$ cat config.mk
export PLATFORM = sky130hd
export DESIGN_NAME = diff_drive_ramp_mixer_packetizer
export DESIGN_NICKNAME = d
export VERILOG_FILES = /design/src/sv/ddrmp_pkg.sv /design/src/sv/ddrmp_serial_mult.sv /design/src/sv/ddrmp_pkt_out.sv /design/src/sv/diff_drive_ramp_mixer_packetizer.sv
export SDC_FILE = /design/constraint.sdc
export NUM_CORES = 1
export LEC_CHECK = 0
export BUFFER_PORTS_ARGS = -buffer_cell sky130_fd_sc_hd__buf_2
export CORE_MARGIN = 8
export CORE_UTILIZATION = 45
export DETAILED_ROUTE_END_ITERATION = 6
export GPL_TIMING_DRIVEN = 1
export PLACE_DENSITY = 0.72
export SLEW_MARGIN = 25
export SYNTH_ARGS = -nofsm -noshare
export SYNTH_HDL_FRONTEND = slang
export SYNTH_SLANG_ARGS = --single-unit
$ cat constraint.sdc
create_clock -name clk -period 8.69 [get_ports clk]
set_input_delay 0 -clock clk [delete_from_list [all_inputs] [get_ports clk]]
set_output_delay 0 -clock clk [all_outputs]
set_load 0.02 [all_outputs]
$ cat src/sv/ddrmp_pkg.sv
// ----------------------------------------------------------------------------
// ddrmp_pkg
// Shared types and constants for the differential drive ramp mixer and
// motor packetizer.
// ----------------------------------------------------------------------------
package ddrmp_pkg;

  // Default structural parameters
  localparam int SPEED_WIDTH_DEF = 16;
  localparam int FRAC_BITS_DEF   = 12;

  // Fixed field widths
  localparam int TGT_W       = 16;
  localparam int LIMIT_W     = 15;
  localparam int SCALE_W     = 16;
  localparam int ADDR_W      = 8;
  localparam int CODE_W      = 3;
  localparam int DATA_W      = 7;
  localparam int CFG_DATA_W  = 16;
  localparam int CFG_INDEX_W = 3;

  localparam int PKTS_PER_ITEM = 4;

  // Register reset values
  localparam logic [LIMIT_W-1:0] MAX_LINEAR_RST    = 15'd4096;
  localparam logic [LIMIT_W-1:0] MAX_ANGULAR_RST   = 15'd8192;
  localparam logic [LIMIT_W-1:0] RAMP_STEP_RST     = 15'd205;
  localparam logic [LIMIT_W-1:0] HALF_TRACK_RST    = 15'd1024;
  localparam logic [SCALE_W-1:0] SPEED_SCALE_RST   = 16'd32512;
  localparam logic [ADDR_W-1:0]  FRONT_ADDRESS_RST = 8'd128;
  localparam logic [ADDR_W-1:0]  REAR_ADDRESS_RST  = 8'd129;

  typedef enum logic [CFG_INDEX_W-1:0] {
    REG_MAX_LINEAR    = 3'd0,
    REG_MAX_ANGULAR   = 3'd1,
    REG_RAMP_STEP     = 3'd2,
    REG_HALF_TRACK    = 3'd3,
    REG_SPEED_SCALE   = 3'd4,
    REG_FRONT_ADDRESS = 3'd5,
    REG_REAR_ADDRESS  = 3'd6
  } reg_index_t;

  // Item function codes
  localparam logic FUNC_DRIVE = 1'b0;
  localparam logic FUNC_STOP  = 1'b1;

  // Packet command codes
  localparam logic [CODE_W-1:0] CODE_M1_FWD  = 3'd0;
  localparam logic [CODE_W-1:0] CODE_M1_BACK = 3'd1;
  localparam logic [CODE_W-1:0] CODE_M2_FWD  = 3'd4;
  localparam logic [CODE_W-1:0] CODE_M2_BACK = 3'd5;

  localparam logic [DATA_W-1:0] DATA_MAX = 7'h7F;

  typedef struct packed {
    logic                    func;
    logic signed [TGT_W-1:0] linear_setpoint;
    logic signed [TGT_W-1:0] angular_setpoint;
  } drive_item_t;

  typedef struct packed {
    logic [ADDR_W-1:0] packet_address;
    logic [CODE_W-1:0] command_code;
    logic [DATA_W-1:0] data_byte;
    logic [DATA_W-1:0] checksum_byte;
    logic              last_packet;
  } motor_packet_t;

  // One side's motor command: direction and magnitude
  typedef struct packed {
    logic              back;
    logic [DATA_W-1:0] mag;
  } motor_cmd_t;

endpackage

$ cat src/sv/ddrmp_serial_mult.sv
// ----------------------------------------------------------------------------
// ddrmp_serial_mult
// Unsigned shift-and-add multiplier, one multiplier bit per cycle.
// ----------------------------------------------------------------------------
module ddrmp_serial_mult #(
  parameter int A_W = 16,
  parameter int B_W = 16
) (
  input  logic               clk,
  input  logic               rst,
  input  logic               start,
  input  logic [A_W-1:0]     multiplicand,
  input  logic [B_W-1:0]     multiplier,
  output logic               busy,
  output logic [A_W+B_W-1:0] product
);

  localparam int CNT_W = $clog2(B_W + 1);

  logic [A_W+B_W-1:0] acc;
  logic [A_W-1:0]     a_q;
  logic [CNT_W-1:0]   cnt;
  logic [A_W:0]       partial;

  // Upper half accumulates, lower half shifts out multiplier bits
  assign partial = {1'b0, acc[A_W+B_W-1:B_W]} + (acc[0] ? {1'b0, a_q} : '0);

  always_ff @(posedge clk) begin
    if (rst) begin
      cnt <= '0;
    end else if (start) begin
      cnt <= CNT_W'(B_W);
    end else if (cnt != '0) begin
      cnt <= cnt - 1'b1;
    end
  end

  always_ff @(posedge clk) begin
    if (start) begin
      acc <= {{A_W{1'b0}}, multiplier};
      a_q <= multiplicand;
    end else if (cnt != '0) begin
      acc <= {partial, acc[B_W-1:1]};
    end
  end

  assign busy    = (cnt != '0);
  assign product = acc;

endmodule

$ cat src/sv/ddrmp_pkt_out.sv
// ----------------------------------------------------------------------------
// ddrmp_pkt_out
// Sequences the four motor packets of one item into an output register.
// ----------------------------------------------------------------------------
module ddrmp_pkt_out (
  input  logic                         clk,
  input  logic                         rst,
  input  logic                         start,
  input  ddrmp_pkg::motor_cmd_t        left,
  input  ddrmp_pkg::motor_cmd_t        right,
  input  logic [ddrmp_pkg::ADDR_W-1:0] front_address,
  input  logic [ddrmp_pkg::ADDR_W-1:0] rear_address,
  output logic                         busy,
  output logic                         pkt_valid,
  input  logic                         pkt_ready,
  output ddrmp_pkg::motor_packet_t     pkt
);

  localparam logic [1:0] LAST_IDX = 2'(ddrmp_pkg::PKTS_PER_ITEM - 1);

  logic                           active;
  logic [1:0]                     idx;
  logic                           load;
  ddrmp_pkg::motor_cmd_t          sel;
  logic [ddrmp_pkg::ADDR_W-1:0]   addr;
  logic [ddrmp_pkg::CODE_W-1:0]   code;
  ddrmp_pkg::motor_packet_t       pkt_next;

  assign load = active && (!pkt_valid || pkt_ready);

  // Even packets carry the left side on motor 1, odd the right on motor 2
  always_comb begin
    sel  = idx[0] ? right : left;
    addr = idx[1] ? rear_address : front_address;
    if (idx[0]) begin
      code = sel.back ? ddrmp_pkg::CODE_M2_BACK : ddrmp_pkg::CODE_M2_FWD;
    end else begin
      code = sel.back ? ddrmp_pkg::CODE_M1_BACK : ddrmp_pkg::CODE_M1_FWD;
    end
    pkt_next.packet_address = addr;
    pkt_next.command_code   = code;
    pkt_next.data_byte      = sel.mag;
    pkt_next.checksum_byte  = addr[ddrmp_pkg::DATA_W-1:0]
                              + ddrmp_pkg::DATA_W'(code) + sel.mag;
    pkt_next.last_packet    = (idx == LAST_IDX);
  end

  always_ff @(posedge clk) begin
    if (rst) begin
      active    <= 1'b0;
      idx       <= '0;
      pkt_valid <= 1'b0;
    end else begin
      if (start) begin
        active <= 1'b1;
        idx    <= '0;
      end else if (load) begin
        idx <= idx + 1'b1;
        if (idx == LAST_IDX) begin
          active <= 1'b0;
        end
      end
      if (load) begin
        pkt_valid <= 1'b1;
      end else if (pkt_ready) begin
        pkt_valid <= 1'b0;
      end
    end
  end

  always_ff @(posedge clk) begin
    if (load) begin
      pkt <= pkt_next;
    end
  end

  assign busy = active;

endmodule

$ cat src/sv/diff_drive_ramp_mixer_packetizer.sv
// ----------------------------------------------------------------------------
// diff_drive_ramp_mixer_packetizer
// Differential drive mixer with slew-rate limit and motor packet output.
// ----------------------------------------------------------------------------
// Usage:
//   cmd channel (cmd_valid/cmd_ready/cmd) takes one drive or stop item per
//   transfer; cmd_ready is high only while the block is idle.
//   pkt channel (pkt_valid/pkt_ready/pkt) gives four packets per item: front
//   motor 1, front motor 2, rear motor 1, rear motor 2; last_packet marks
//   the fourth.
//   cfg_write/cfg_index/cfg_data write a register; write only
//   while idle. Indexes past the register list are dropped.
// Sequencing (MAG_W = SPEED_WIDTH + max(FRAC_BITS, 15), 31 by default):
//   drive item: the speeds ramp, then the 15-step half-track multiply and
//   the MAG_W-step scale multiplies, one bit a cycle, run before the first
//   packet. No new item is taken while one is in progress.
//   stop item: zero commands go straight to the packet output with no
//   multiply.
// Reset clears the stored speeds, loads register defaults and empties the
// output register. A stalled receiver holds the current packet; the block
// waits before loading the next, and takes a new item once the fourth
// packet sits in the output register.
// ----------------------------------------------------------------------------
module diff_drive_ramp_mixer_packetizer #(
  parameter int SPEED_WIDTH = ddrmp_pkg::SPEED_WIDTH_DEF,
  parameter int FRAC_BITS   = ddrmp_pkg::FRAC_BITS_DEF
) (
  input  logic                              clk,
  input  logic                              rst,
  input  logic                              cmd_valid,
  output logic                              cmd_ready,
  input  ddrmp_pkg::drive_item_t            cmd,
  output logic                              pkt_valid,
  input  logic                              pkt_ready,
  output ddrmp_pkg::motor_packet_t          pkt,
  input  logic                              cfg_write,
  input  logic [ddrmp_pkg::CFG_INDEX_W-1:0] cfg_index,
  input  logic [ddrmp_pkg::CFG_DATA_W-1:0]  cfg_data
);

  localparam int TGT_W     = ddrmp_pkg::TGT_W;
  localparam int LIMIT_W   = ddrmp_pkg::LIMIT_W;
  localparam int SCALE_W   = ddrmp_pkg::SCALE_W;
  localparam int DATA_W    = ddrmp_pkg::DATA_W;
  localparam int WIDE_FRAC = (FRAC_BITS > LIMIT_W) ? FRAC_BITS : LIMIT_W;
  // Mix magnitude, signed mix, and |w| * half_track widths
  localparam int MAG_W     = SPEED_WIDTH + WIDE_FRAC;
  localparam int MIX_W     = MAG_W + 1;
  localparam int WP_W      = SPEED_WIDTH + LIMIT_W;
  localparam int PROD_W    = MAG_W + SCALE_W;
  localparam int SHIFT     = 2 * FRAC_BITS + 8;
  localparam int EXT_W     = (PROD_W > SHIFT + 8) ? PROD_W : SHIFT + 8;
  localparam int RAMP_W    = ((SPEED_WIDTH > TGT_W) ? SPEED_WIDTH : TGT_W) + 2;

  localparam logic signed [RAMP_W-1:0] SPD_HI =
    {{(RAMP_W - SPEED_WIDTH + 1){1'b0}}, {(SPEED_WIDTH - 1){1'b1}}};
  localparam logic signed [RAMP_W-1:0] SPD_LO = ~SPD_HI;

  typedef enum logic [3:0] {
    S_IDLE,
    S_RAMP,
    S_WSTART,
    S_WWAIT,
    S_WTERM,
    S_MIX,
    S_ABS,
    S_SWAIT,
    S_CMD,
    S_EMIT_GO,
    S_EMIT
  } state_t;

  // Symmetric clamp of a target to plus or minus a limit
  function automatic logic signed [TGT_W:0] clamp_sym(
    input logic signed [TGT_W:0] v,
    input logic [LIMIT_W-1:0]    lim
  );
    logic signed [TGT_W:0] l;
    l = $signed({{(TGT_W + 1 - LIMIT_W){1'b0}}, lim});
    if (v > l) begin
      clamp_sym = l;
    end else if (v < -l) begin
      clamp_sym = -l;
    end else begin
      clamp_sym = v;
    end
  endfunction

  // Step the stored speed toward the target, then saturate to the width
  function automatic logic signed [SPEED_WIDTH-1:0] ramp_to(
    input logic signed [SPEED_WIDTH-1:0] cur,
    input logic signed [TGT_W:0]         tgt,
    input logic [LIMIT_W-1:0]            step
  );
    logic signed [RAMP_W-1:0] c;
    logic signed [RAMP_W-1:0] t;
    logic signed [RAMP_W-1:0] s;
    logic signed [RAMP_W-1:0] d;
    logic signed [RAMP_W-1:0] r;
    c = RAMP_W'(cur);
    t = RAMP_W'(tgt);
    s = $signed({{(RAMP_W - LIMIT_W){1'b0}}, step});
    d = t - c;
    r = t;
    if (d > s) begin
      r = c + s;
    end else if (d < -s) begin
      r = c - s;
    end
    if (r > SPD_HI) begin
      r = SPD_HI;
    end else if (r < SPD_LO) begin
      r = SPD_LO;
    end
    ramp_to = r[SPEED_WIDTH-1:0];
  endfunction

  // Scale product to a 7-bit magnitude, saturating at full scale
  function automatic logic [DATA_W-1:0] to_mag(input logic [PROD_W-1:0] p);
    logic [EXT_W-1:0] q;
    q = EXT_W'(p) >> SHIFT;
    if (|q[EXT_W-1:DATA_W]) begin
      to_mag = ddrmp_pkg::DATA_MAX;
    end else begin
      to_mag = q[DATA_W-1:0];
    end
  endfunction

  // Configuration registers
  logic [LIMIT_W-1:0]           max_linear;
  logic [LIMIT_W-1:0]           max_angular;
  logic [LIMIT_W-1:0]           ramp_step;
  logic [LIMIT_W-1:0]           half_track;
  logic [SCALE_W-1:0]           speed_scale;
  logic [ddrmp_pkg::ADDR_W-1:0] front_address;
  logic [ddrmp_pkg::ADDR_W-1:0] rear_address;

  state_t                        state;
  logic signed [SPEED_WIDTH-1:0] linear_speed;
  logic signed [SPEED_WIDTH-1:0] angular_speed;
  logic signed [TGT_W:0]         tgt_linear;
  logic signed [TGT_W:0]         tgt_angular;
  logic signed [MIX_W-1:0]       wterm;
  logic signed [MIX_W-1:0]       mix_l;
  logic signed [MIX_W-1:0]       mix_r;
  ddrmp_pkg::motor_cmd_t         cmd_l;
  ddrmp_pkg::motor_cmd_t         cmd_r;

  logic signed [TGT_W:0]         tl_clamped;
  logic signed [TGT_W:0]         ta_clamped;
  logic [SPEED_WIDTH-1:0]        w_abs;
  logic signed [MIX_W-1:0]       vfull;
  logic [MAG_W-1:0]              abs_l;
  logic [MAG_W-1:0]              abs_r;
  logic [DATA_W-1:0]             mag_l;
  logic [DATA_W-1:0]             mag_r;

  logic                          w_start;
  logic                          w_busy;
  logic [WP_W-1:0]               w_prod;
  logic                          s_start;
  logic                          s_busy_l;
  logic                          s_busy_r;
  logic [PROD_W-1:0]             prod_l;
  logic [PROD_W-1:0]             prod_r;
  logic                          emit_start;
  logic                          emit_busy;

  always_ff @(posedge clk) begin
    if (rst) begin
      max_linear    <= ddrmp_pkg::MAX_LINEAR_RST;
      max_angular   <= ddrmp_pkg::MAX_ANGULAR_RST;
      ramp_step     <= ddrmp_pkg::RAMP_STEP_RST;
      half_track    <= ddrmp_pkg::HALF_TRACK_RST;
      speed_scale   <= ddrmp_pkg::SPEED_SCALE_RST;
      front_address <= ddrmp_pkg::FRONT_ADDRESS_RST;
      rear_address  <= ddrmp_pkg::REAR_ADDRESS_RST;
    end else if (cfg_write) begin
      case (ddrmp_pkg::reg_index_t'(cfg_index))
        ddrmp_pkg::REG_MAX_LINEAR:    max_linear    <= cfg_data[LIMIT_W-1:0];
        ddrmp_pkg::REG_MAX_ANGULAR:   max_angular   <= cfg_data[LIMIT_W-1:0];
        ddrmp_pkg::REG_RAMP_STEP:     ramp_step     <= cfg_data[LIMIT_W-1:0];
        ddrmp_pkg::REG_HALF_TRACK:    half_track    <= cfg_data[LIMIT_W-1:0];
        ddrmp_pkg::REG_SPEED_SCALE:   speed_scale   <= cfg_data[SCALE_W-1:0];
        ddrmp_pkg::REG_FRONT_ADDRESS: front_address <= cfg_data[ddrmp_pkg::ADDR_W-1:0];
        ddrmp_pkg::REG_REAR_ADDRESS:  rear_address  <= cfg_data[ddrmp_pkg::ADDR_W-1:0];
        default: ;  // unused index: drop the write
      endcase
    end
  end

  // Datapath helpers between the stages
  always_comb begin
    tl_clamped = clamp_sym({cmd.linear_setpoint[TGT_W-1], cmd.linear_setpoint},
                           max_linear);
    ta_clamped = clamp_sym({cmd.angular_setpoint[TGT_W-1], cmd.angular_setpoint},
                           max_angular);
    w_abs      = angular_speed[SPEED_WIDTH-1] ? SPEED_WIDTH'(-angular_speed)
                                              : SPEED_WIDTH'(angular_speed);
    // v scaled up to the mix fraction: v * 2^FRAC_BITS
    vfull      = $signed({{(MIX_W - SPEED_WIDTH - FRAC_BITS){linear_speed[SPEED_WIDTH-1]}},
                           linear_speed, {FRAC_BITS{1'b0}}});
    abs_l      = mix_l[MIX_W-1] ? MAG_W'(-mix_l) : MAG_W'(mix_l);
    abs_r      = mix_r[MIX_W-1] ? MAG_W'(-mix_r) : MAG_W'(mix_r);
    mag_l      = to_mag(prod_l);
    mag_r      = to_mag(prod_r);
  end

  assign cmd_ready  = (state == S_IDLE);
  assign w_start    = (state == S_WSTART);
  assign s_start    = (state == S_ABS);
  assign emit_start = (state == S_EMIT_GO);

  always_ff @(posedge clk) begin
    if (rst) begin
      state         <= S_IDLE;
      linear_speed  <= '0;
      angular_speed <= '0;
    end else begin
      case (state)
        S_IDLE: begin
          if (cmd_valid) begin
            if (cmd.func == ddrmp_pkg::FUNC_STOP) begin
              // Stop: clear the speeds and send zero commands
              linear_speed  <= '0;
              angular_speed <= '0;
              cmd_l         <= '0;
              cmd_r         <= '0;
              state         <= S_EMIT_GO;
            end else begin
              tgt_linear  <= tl_clamped;
              tgt_angular <= ta_clamped;
              state       <= S_RAMP;
            end
          end
        end
        S_RAMP: begin
          linear_speed  <= ramp_to(linear_speed, tgt_linear, ramp_step);
          angular_speed <= ramp_to(angular_speed, tgt_angular, ramp_step);
          state         <= S_WSTART;
        end
        S_WSTART: begin
          state <= S_WWAIT;
        end
        S_WWAIT: begin
          if (!w_busy) begin
            state <= S_WTERM;
          end
        end
        S_WTERM: begin
          // Reapply the sign of w to |w| * half_track
          if (angular_speed[SPEED_WIDTH-1]) begin
            wterm <= -$signed({{(MIX_W - WP_W){1'b0}}, w_prod});
          end else begin
            wterm <= $signed({{(MIX_W - WP_W){1'b0}}, w_prod});
          end
          state <= S_MIX;
        end
        S_MIX: begin
          mix_l <= vfull - wterm;
          mix_r <= vfull + wterm;
          state <= S_ABS;
        end
        S_ABS: begin
          state <= S_SWAIT;
        end
        S_SWAIT: begin
          if (!s_busy_l && !s_busy_r) begin
            state <= S_CMD;
          end
        end
        S_CMD: begin
          // Zero magnitude always goes out with the forward code
          cmd_l.mag  <= mag_l;
          cmd_l.back <= mix_l[MIX_W-1] && (mag_l != '0);
          cmd_r.mag  <= mag_r;
          cmd_r.back <= mix_r[MIX_W-1] && (mag_r != '0);
          state      <= S_EMIT_GO;
        end
        S_EMIT_GO: begin
          state <= S_EMIT;
        end
        S_EMIT: begin
          if (!emit_busy) begin
            state <= S_IDLE;
          end
        end
        default: begin
          state <= S_IDLE;
        end
      endcase
    end
  end

  // |w| * half_track, one half_track bit a cycle
  ddrmp_serial_mult #(
    .A_W (SPEED_WIDTH),
    .B_W (LIMIT_W)
  ) u_wmult (
    .clk          (clk),
    .rst          (rst),
    .start        (w_start),
    .multiplicand (w_abs),
    .multiplier   (half_track),
    .busy         (w_busy),
    .product      (w_prod)
  );

  // |mix| * speed_scale for each side, one mix bit a cycle
  ddrmp_serial_mult #(
    .A_W (SCALE_W),
    .B_W (MAG_W)
  ) u_smult_l (
    .clk          (clk),
    .rst          (rst),
    .start        (s_start),
    .multiplicand (speed_scale),
    .multiplier   (abs_l),
    .busy         (s_busy_l),
    .product      (prod_l)
  );

  ddrmp_serial_mult #(
    .A_W (SCALE_W),
    .B_W (MAG_W)
  ) u_smult_r (
    .clk          (clk),
    .rst          (rst),
    .start        (s_start),
    .multiplicand (speed_scale),
    .multiplier   (abs_r),
    .busy         (s_busy_r),
    .product      (prod_r)
  );

  ddrmp_pkt_out u_pkt_out (
    .clk           (clk),
    .rst           (rst),
    .start         (emit_start),
    .left          (cmd_l),
    .right         (cmd_r),
    .front_address (front_address),
    .rear_address  (rear_address),
    .busy          (emit_busy),
    .pkt_valid     (pkt_valid),
    .pkt_ready     (pkt_ready),
    .pkt           (pkt)
  );

endmodule
==> impl_metrics.json, run 1 <==
{
  "fin_cells": 4825,
  "fp-row-count": 99,
  "synth_xor_area_share_pct": 6.69,
  "grt_max_degree": 122,
  "die_w_um": 287,
  "first_pass_iters": 7,
  "placed_area_um2": 34500,
  "portBuffers": 83,
  "ys.flop_type": "edfxtp_1",
  "cts_buffers": 52,
  "synth_area_per_cell_um2": 8.84,
  "syn_inst": 3748,
  "dp_hpwl_mm": 70.4,
  "grt_use_met3_pct": 3.07,
  "startpoint_type": "flop",
  "power.total_mw": 12.2,
  "clk_path_buf_depth": 3,
  "grt_pass1_wl_mm": 146,
  "synth_most_common_cell": "nand2_1",
  "ys_warn_count": 0,
  "drtIter0Drc": 2133,
  "ys_seq_area_share_pct": 37.0,
  "synth_top_family_by_area": "simple AND/OR/NAND/NOR gates",
  "syn_to_final_growth_pct": 11.1,
  "gp_congestion": 0.955,
  "worstMarginPinSlew_ns": 0.938,
  "gr-usage-met2_pct": 35.4,
  "via_per_inst": 5.79,
  "postRouteAntennaNets": 0,
  "post_cts_buffers": 0,
  "nNetsFinal": 4221,
  "die_area_um2": 82600,
  "pin_count": 85,
  "synth-compound-area-share_pct": 18.4,
  "fp.dieH_um": 287,
  "maxCapViolCount": 0,
  "cts_tree": "done",
  "violations": "design-rule violations",
  "period_needed_ns": 5.69,
  "synth_adder_area_share_pct": 13.2,
  "via_count": 27900,
  "grt_pass1_vias": 26500,
  "rsz0062_at_grt": "no",
  "antenna_found_initial": 1,
  "p_leak_nw": 14.8,
  "wirelength_mm": 93.4,
  "run_status": "complete, but fails checks",
  "tns_ns": 0,
  "min_path_type": "in -> reg",
  "cp_slowest_cell": "a221oi_4",
  "synthMuxAreaShare_pct": 1.62,
  "clk_latency_ns": 0.63,
  "crit_buf_inv": 1,
  "cp.required_ns": 9.24,
  "path_clk_slew_ns": 0.06,
  "netlist_area_um2": 33100,
  "p_per_area_nw_per_um2": 331,
  "crit_fanout": 18,
  "worstSetupEndpointType": "flop",
  "globalRouteTotalUtil_pct": 21.9,
  "cts.sinks": 473,
  "cp_common_cell": "o21ai_0",
  "synth_nets": 4148,
  "relSlewSlack_pct": 37.2,
  "yosysUniqueCellTypes": 100,
  "synthTopCellsByCount": "nand2_1 (547), ha_1 (330), a21oi_1 (280)",
  "final_area_um2": 36800,
  "core_um2": 73000,
  "synth_area_leaders": "edfxtp_1 (25%), ha_1 (12%), dfxtp_1 (12%)",
  "layout-drive-gt1-share_pct": 7.40,
  "dp_cells": 4672,
  "hold_violations": 0,
  "slowest_delay_ns": 0.74,
  "ys_ff_latch": 473,
  "drc": 2,
  "synth_edf_count": 279,
  "met1_usage_pct": 29.2,
  "synthArstFlopShare_pct": 0,
  "crit_arrival_ns": 6.24,
  "setup_violations": 0,
  "root_buffer": "clkbuf_16",
  "fmax_mhz": 176,
  "overflow": 0,
  "finalCritPeriodShare_pct": 65.5,
  "top_usage_layer": "met2",
  "crit_family": "compound AO/OA/AOI/OAI gates",
  "ir_drop_mv": 0.268,
  "htree_levels": 2,
  "synthSimpleGateAreaFrac_pct": 18.8,
  "yosysTopAreaCellShare_pct": 25.3,
  "maxSlewViolCount": 0,
  "path_class": "reg -> reg",
  "start_util_pct": 45.4,
  "routedWlPerCell_um": 19.4,
  "synth_top_cell_by_area": "edfxtp_1",
  "worstPathCellList": "inv_1 -> ha_1 -> nand3b_1 -> a211o_1 -> a21boi_0 -> o21ai_0 -> a21boi_0 -> o21a_1 -> o21ai_0 -> nand2b_1 -> a21oi_1 -> xnor2_1 -> ha_1 -> nand2_1 -> or3_1 -> o221ai_1 -> o21ai_0 -> o21a_1 -> a21o_1 -> a311oi_2 -> a221oi_4 -> a221oi_1 -> o21ai_1",
  "skew_ns": 0.0298
}
[tightest hold or removal path, stage by stage]
cell and delay (ns):
buf_2 0.15, nor4_1 0.09, nor4_1 0.25
[report_power, final]
group / switching, mW / total [mW] / internal (mW) / leakage (nW)
Combinational: 3.66 / 6.14 / 2.48 / 9.75
Sequential: 0.549 / 3.74 / 3.19 / 4.23
Clock: 0.976 / 2.32 / 1.34 / 0.863
[final timing paths]
kind | from | end | slack (ns) | cells past startpoint
worst min register to register | speed_scale[1] | u_smult_l.a_q[1] | 0.43 | 0
worst min-delay path | cmd[7] | tgt_angular[7] | 0.04 | 3
worst max register to register | linear_speed[1] | linear_speed[3] | 3.00 | 23
worst max-delay path | linear_speed[1] | linear_speed[3] | 3.00 | 23
[cell usage in the layout (no fill, tap or decap), types with 57 or more instances in the layout]
cell	instances
a21o_1	57
a21oi_1	280
and2_1	61
buf_2	82
dfxtp_1	194
edfxtp_1	279
ha_1	330
inv_1	210
nand2_1	547
nor2_1	235
nor3_1	82
o21ai_0	187
xnor2_1	163
xor2_1	90
[area by class of cell]
type / instances / area [µm²]
Fill cell: 6687 / 36100
Multi-Input combinational cell: 2908 / 19500
Sequential cell: 473 / 12300
Clock buffer: 59 / 1360
Timing Repair Buffer: 169 / 1200
Tap cell: 959 / 1200
Inverter: 217 / 815
Clock inverter: 39 / 445
Antenna cell: 1 / 2.50
[logic make-up after synthesis]
family                     count (synthesis)
and+or+nand+nor                         1306
AOI/OAI and AO/OA                        954
DFF                                      473
buffers and inverters                    367
adders and majority gates                343
xor gates and xnor gates                 253
muxes                                     51
other                                      1
[stage by stage]
step                setup slack (ns)  util (%)  hold WS (ns)
floorplan                       3.62         -         0.118
global placement                3.19      47.2         0.242
detailed placement              3.12      47.3         0.252
CTS                             3.10      50.5       0.00161
global route                    2.50      50.5        0.0225
finish                          3.00      50.5        0.0418
[state kept, by name, indices dropped and copies added (netlist names), 16 cells and up]
| register | flops |
|---|---|
| u_smult_r.product | 47 |
| wterm | 32 |
| tgt_angular | 17 |
| tgt_linear | 17 |
| u_smult_l.product | 47 |
| u_smult_l.a_q | 16 |
| angular_speed | 16 |
| speed_scale | 16 |
| linear_speed | 16 |
| mix_l | 32 |
| mix_r | 31 |
| u_wmult.product | 31 |
| u_wmult.a_q | 16 |
| u_pkt_out.pkt | 25 |
[layer usage]
layer / part of all wire, % / up-vias
met5: 0 / -
met3: 6.8 / 205
li1: - / 13600
met1: 44 / 13200
met2: 45 / 966
met4: 4.4 / 0
[repair_timing]
action                     in CTS  in global routing
setup endpoints to repair       0                  0
hold endpoints to repair      134                  0
hold buffers                   54                  0
resized for setup               0                  0
Note: power is estimated with default switching activity, not from simulation.
==> inputs of run 2 (changes only) <==
- clock period: 8.69 -> 5.93 ns (I/O delays scaled with it)
==> impl_metrics.json, run 2 (same netlist as run 1, synthesis figures left out) <==
{
  "worstSetupEndpointType": "flop",
  "period_needed_ns": 5.55,
  "worstPathCellList": "inv_1 -> ha_1 -> nor2b_1 -> o31a_1 -> or2_2 -> o21ai_0 -> o21ai_0 -> a21o_1 -> a211oi_1 -> nor3_1 -> ha_1 -> a21o_1 -> a21oi_1 -> o21ai_0 -> a211oi_1 -> a21oi_1 -> o31ai_4 -> buf_4 -> o2111ai_1 -> a21oi_1 -> nand2b_1 -> o21ai_1",
  "drtIter0Drc": 2178,
  "p_leak_nw": 15.0,
  "crit_arrival_ns": 6.08,
  "crit_fanout": 34,
  "core_um2": 73000,
  "die_area_um2": 82600,
  "holdWs_ns": -0.0229,
  "cp.required_ns": 6.45,
  "grt_pass1_vias": 26500,
  "drc": 0,
  "finalCritPeriodShare_pct": 93.7,
  "final_common_cell": "nand2_1",
  "globalRouteTotalUtil_pct": 22.1,
  "nNetsFinal": 4248,
  "crit_buf_inv": 2,
  "worstMarginPinSlew_ns": 1.00,
  "dp_hpwl_mm": 71.1,
  "cp_slowest_cell": "dfxtp_1",
  "fp.dieH_um": 287,
  "reg2reg_depth": 22,
  "ir_drop_mv": 0.344,
  "overflow": 0,
  "wirelength_mm": 94.5,
  "routedWlPerCell_um": 19.5,
  "p_per_area_nw_per_um2": 489,
  "run_status": "complete, but fails checks",
  "gp_congestion": 0.960,
  "maxCapViolCount": 0,
  "grt_pass1_wl_mm": 148,
  "final_area_um2": 37100,
  "diodes": 0,
  "rrSetupSlack_ns": 0.38,
  "path_clk_slew_ns": 0.06,
  "cts_buffers": 52,
  "path_class": "reg -> reg",
  "via_count": 28100,
  "syn_to_final_growth_pct": 11.8,
  "final_cell_mix": "nand2_1 (546), ha_1 (330), edfxtp_1 (279), a21oi_1 (278), nor2_1 (235)",
  "hold_depth": 3,
  "critPathLaunch": "angular_speed[1]",
  "tns_ns": 0,
  "startpoint_type": "flop",
  "crit_family": "compound AO/OA/AOI/OAI gates",
  "pin_count": 85,
  "slowest_delay_ns": 0.57,
  "root_buffer": "clkbuf_16",
  "die_w_um": 287,
  "rsz0062_at_grt": "no",
  "postRouteAntennaNets": 0,
  "clk_latency_ns": 0.63,
  "maxSlewViolCount": 0,
  "layout-drive-gt1-share_pct": 7.99,
  "htree_levels": 2,
  "relSlewSlack_pct": 32.3,
  "fmax_mhz": 180,
  "placed_area_um2": 34600,
  "clk_path_buf_depth": 3,
  "antenna_found_initial": 3,
  "start_util_pct": 45.4,
  "cts_tree": "done",
  "min_path_type": "in -> reg",
  "violations": "negative hold slack",
  "first_pass_iters": 5,
  "hold_violations": 1,
  "grt_max_degree": 84,
  "portBuffers": 83,
  "hold_start": "cmd[14]",
  "fp-row-count": 99,
  "num-fill-cells": 6756,
  "reg2reg_from": "angular_speed[1]",
  "critical_path_cell_count": 22,
  "cts.sinks": 473,
  "setup_violations": 0,
  "skew_ns": 0.0453,
  "via_per_inst": 5.80,
  "power.total_mw": 18.1
}
[run 2: worst min-delay path, cell delays in order]
cell and delay (ns):
buf_2 0.12, nor4_1 0.08, nor4_1 0.23
[run 2: repair_timing]
action                                 in CTS  in global routing
endpoints found under the hold margin     141                  0
setup endpoints to repair                   0                 15
setup buffers                               0                  3
gates resized for setup                     0                  2
hold buffers                               54                  0
[run 2: area by class of cell]
class / count / area (µm²) / share of cell area [%]
clock buffers: 62 / 1360 / 3.68
clock inverters: 35 / 468 / 1.26
inverters: 217 / 815 / 2.20
multi-input cells: 2908 / 19500 / 52.7
flip-flops and latches: 473 / 12300 / 33.1
well taps: 959 / 1200 / 3.24
repair buffers: 196 / 1410 / 3.81
[run 2: worst paths after layout]
kind | end
setup / recovery | angular_speed[8]
hold / removal | tgt_angular[14]
hold reg to reg | u_smult_l.a_q[10]
setup reg to reg | angular_speed[8]
[run 2: where the power goes]
group,leakage [nW],switching (mW),internal [mW],total [mW]
Combinational,9.88,5.49,3.75,9.24
Clock,0.880,1.46,2.02,3.48
Sequential,4.23,0.746,4.67,5.41
[run 2: per-layer routing]
layer | wire length, µm | GRT usage [%] | vias to the layer above
li1 | - | - | 13700
met1 | 41300 | 29.6 | 13200
met2 | 42600 | 35.8 | 988
met3 | 6360 | 3.22 | 220
met4 | 4230 | 9.16 | 4
met5 | 25 | 0 | -
[run 2: through the flow]
| stage | setup slack [ns] | util [%] | cells |
|---|---|---|---|
| 2_1_floorplan | 0.863 | - | 3748 |
| 3_3_place_gp | 0.633 | 47.5 | 4696 |
| 3_5_place_dp | 0.510 | 47.5 | 4696 |
| 4_1_cts | 0.463 | 50.7 | 4847 |
| 5_1_grt | 0.0213 | 50.8 | 4850 |
| 6_report | 0.375 | 50.8 | 4850 |
==> inputs of run 3 (changes only) <==
- clock period: 5.93 -> 5.3 ns (I/O delays scaled with it)
==> impl_metrics.json, run 3 (same netlist as run 1, synthesis figures left out) <==
{
  "worstSetupEndpointType": "flop",
  "p_leak_nw": 15.2,
  "die_w_um": 287,
  "relSlewSlack_pct": 32.6,
  "holdWs_ns": 0.0255,
  "routedWlPerCell_um": 19.5,
  "run_status": "complete, but fails checks",
  "setup_violations": 0,
  "dp_cells": 4725,
  "netSwitchingPower_mw": 8.76,
  "die_area_um2": 82600,
  "period_needed_ns": 5.04,
  "worstPathCellList": "inv_2 -> ha_2 -> nand4_1 -> or3_1 -> or3_1 -> or3_1 -> or4_1 -> nand2_1 -> ha_1 -> a21o_1 -> a31oi_2 -> nand3b_1 -> a211oi_2 -> o21a_1 -> buf_4 -> o41ai_1 -> a311oi_2",
  "cts.sinks": 473,
  "worstMarginPinSlew_ns": 1.01,
  "clk_path_buf_depth": 3,
  "hold_depth": 3,
  "gp_congestion": 0.985,
  "fmax_mhz": 198,
  "portBuffers": 83,
  "finalCritPeriodShare_pct": 95.1,
  "crit_arrival_ns": 5.38,
  "cts_buffers": 50,
  "clk_latency_ns": 0.61,
  "cp_common_cell": "or3_1",
  "tns_ns": 0,
  "maxSlewViolCount": 0,
  "hold_end": "tgt_angular[7]",
  "grt_max_degree": 79,
  "p_comb_share_pct": 52.7,
  "nNetsFinal": 4279,
  "dp_hpwl_mm": 71.7,
  "skew_ns": 0.0184,
  "crit_fanout": 16,
  "diodes": 0,
  "rrSetupSlack_ns": 0.26,
  "layout-drive-gt1-share_pct": 9.49,
  "clkPwrFrac_pct": 18.5,
  "overflow": 0,
  "rsz0062_at_grt": "no",
  "maxCapViolCount": 0,
  "internal_power_mw": 11.8,
  "start_util_pct": 45.4,
  "final_cell_mix": "nand2_1 (544), ha_1 (329), a21oi_1 (279), edfxtp_1 (279), nor2_1 (234)",
  "wirelength_mm": 95.4,
  "antenna_found_initial": 0,
  "syn_to_final_growth_pct": 12.9,
  "violations": "design-rule violations",
  "htree_levels": 2,
  "fin_util_pct": 51.3,
  "path_clk_slew_ns": 0.07,
  "postRouteAntennaNets": 0,
  "cp_slowest_cell": "a311oi_2",
  "critPathLaunch": "max_angular[1]",
  "path_class": "reg -> reg",
  "final_common_cell": "nand2_1",
  "startpoint_type": "flop",
  "reg2reg_from": "max_angular[1]",
  "pin_count": 85,
  "via_count": 28300,
  "cts_tree": "done",
  "slowest_delay_ns": 0.53,
  "ir_drop_mv": 0.324,
  "fp-row-count": 99,
  "first_pass_iters": 7,
  "switching_share_pct": 42.5,
  "r2r-end": "tgt_angular[2]",
  "p_per_area_nw_per_um2": 550,
  "seqPwrFrac_pct": 28.8,
  "cp.required_ns": 5.64,
  "hold_start": "cmd[7]",
  "drtIter0Drc": 2590,
  "reg2reg_depth": 17,
  "via_per_inst": 5.80,
  "root_buffer": "clkbuf_16",
  "fp.dieH_um": 287,
  "core_um2": 73000,
  "min_path_type": "in -> reg",
  "globalRouteTotalUtil_pct": 22.3,
  "hold_violations": 0,
  "grt_pass1_wl_mm": 149,
  "grt_pass1_vias": 26600,
  "drc": 1,
  "fin_cells": 4880
}
## run 3: cell count changes in the layout (fill, tap and decap cells not counted), sizes merged
cell         change
buf             +33
clkbuf           +2
inv              -1
clkinvlp         +3
dlygate4sd3      -1
clkinv           -4
bufinv           -2
## run 3: what timing repair did
item | 4_1_cts | 5_1_grt
cloned | 0 | 1
buffers inserted | 0 | 5
hold buffers | 52 | 1
endpoints found under the hold margin | 119 | 1
resized for setup | 3 | 28
endpoints found under the setup margin | 3 | 43
pin swaps | 0 | 4
## run 3: stage by stage
| stage | setup WS [ns] | power (mW) | instance area (µm²) |
|---|---|---|---|
| 2_1_floorplan | 0.233 | 13.5 | 33100 |
| 3_3_place_gp | -0.114 | 16.3 | 34900 |
| 3_5_place_dp | -0.124 | 16.4 | 34900 |
| 4_1_cts | 0.0657 | 20.4 | 37200 |
| 5_1_grt | 0.0178 | 22.1 | 37400 |
| 6_report | 0.261 | 20.6 | 37400 |
## run 3: cell type report
cell class	instances	area, µm²
fillers	6647	35500
clock buffers	63	1430
inverters	217	815
multi-input cells	2908	19600
flip-flops and latches	473	12300
clock inverters	31	390
repair buffers	229	1710
well taps	959	1200
## run 3: per-layer routing
layer	vias to the layer above	wire [µm]	GRT usage, %
met5	-	0	0
met4	0	4300	9.24
met3	209	6540	2.90
met2	999	42900	35.9
met1	13400	41600	30.1
li1	13800	-	-
## run 3: how the worst max path moves through the flow
stage / cells after the start / endpoint
5_1_grt: 18 / angular_speed[7]
3_3_place_gp: 17 / tgt_angular[2]
6_report: 17 / tgt_angular[2]
4_1_cts: 23 / linear_speed[3]
3_5_place_dp: 17 / tgt_angular[2]
2_1_floorplan: 4 / tgt_angular[0]
## run 3: power by group through the flow
stage | logic [mW] | registers, mW | clock network [mW]
finish | 10.9 | 5.93 | 3.81
global route | 12.0 | 6.03 | 4.01
CTS | 10.6 | 5.92 | 3.87
detailed placement | 10.4 | 5.99 | 0
global placement | 10.3 | 5.96 | 0
floorplan | 7.73 | 5.82 | 0
## run 3: worst max-delay path, delay by kind of cell (launching register included)
| family | cells | cell delay, ns |
|---|---|---|
| buffers and inverters | 2 | 0.31 |
| flip-flops | 1 | 0.34 |
| AO/OA/AOI/OAI | 6 | 1.45 |
| AND/OR/NAND/NOR | 7 | 2.14 |
| adder cells (fa/ha/maj) | 2 | 0.51 |
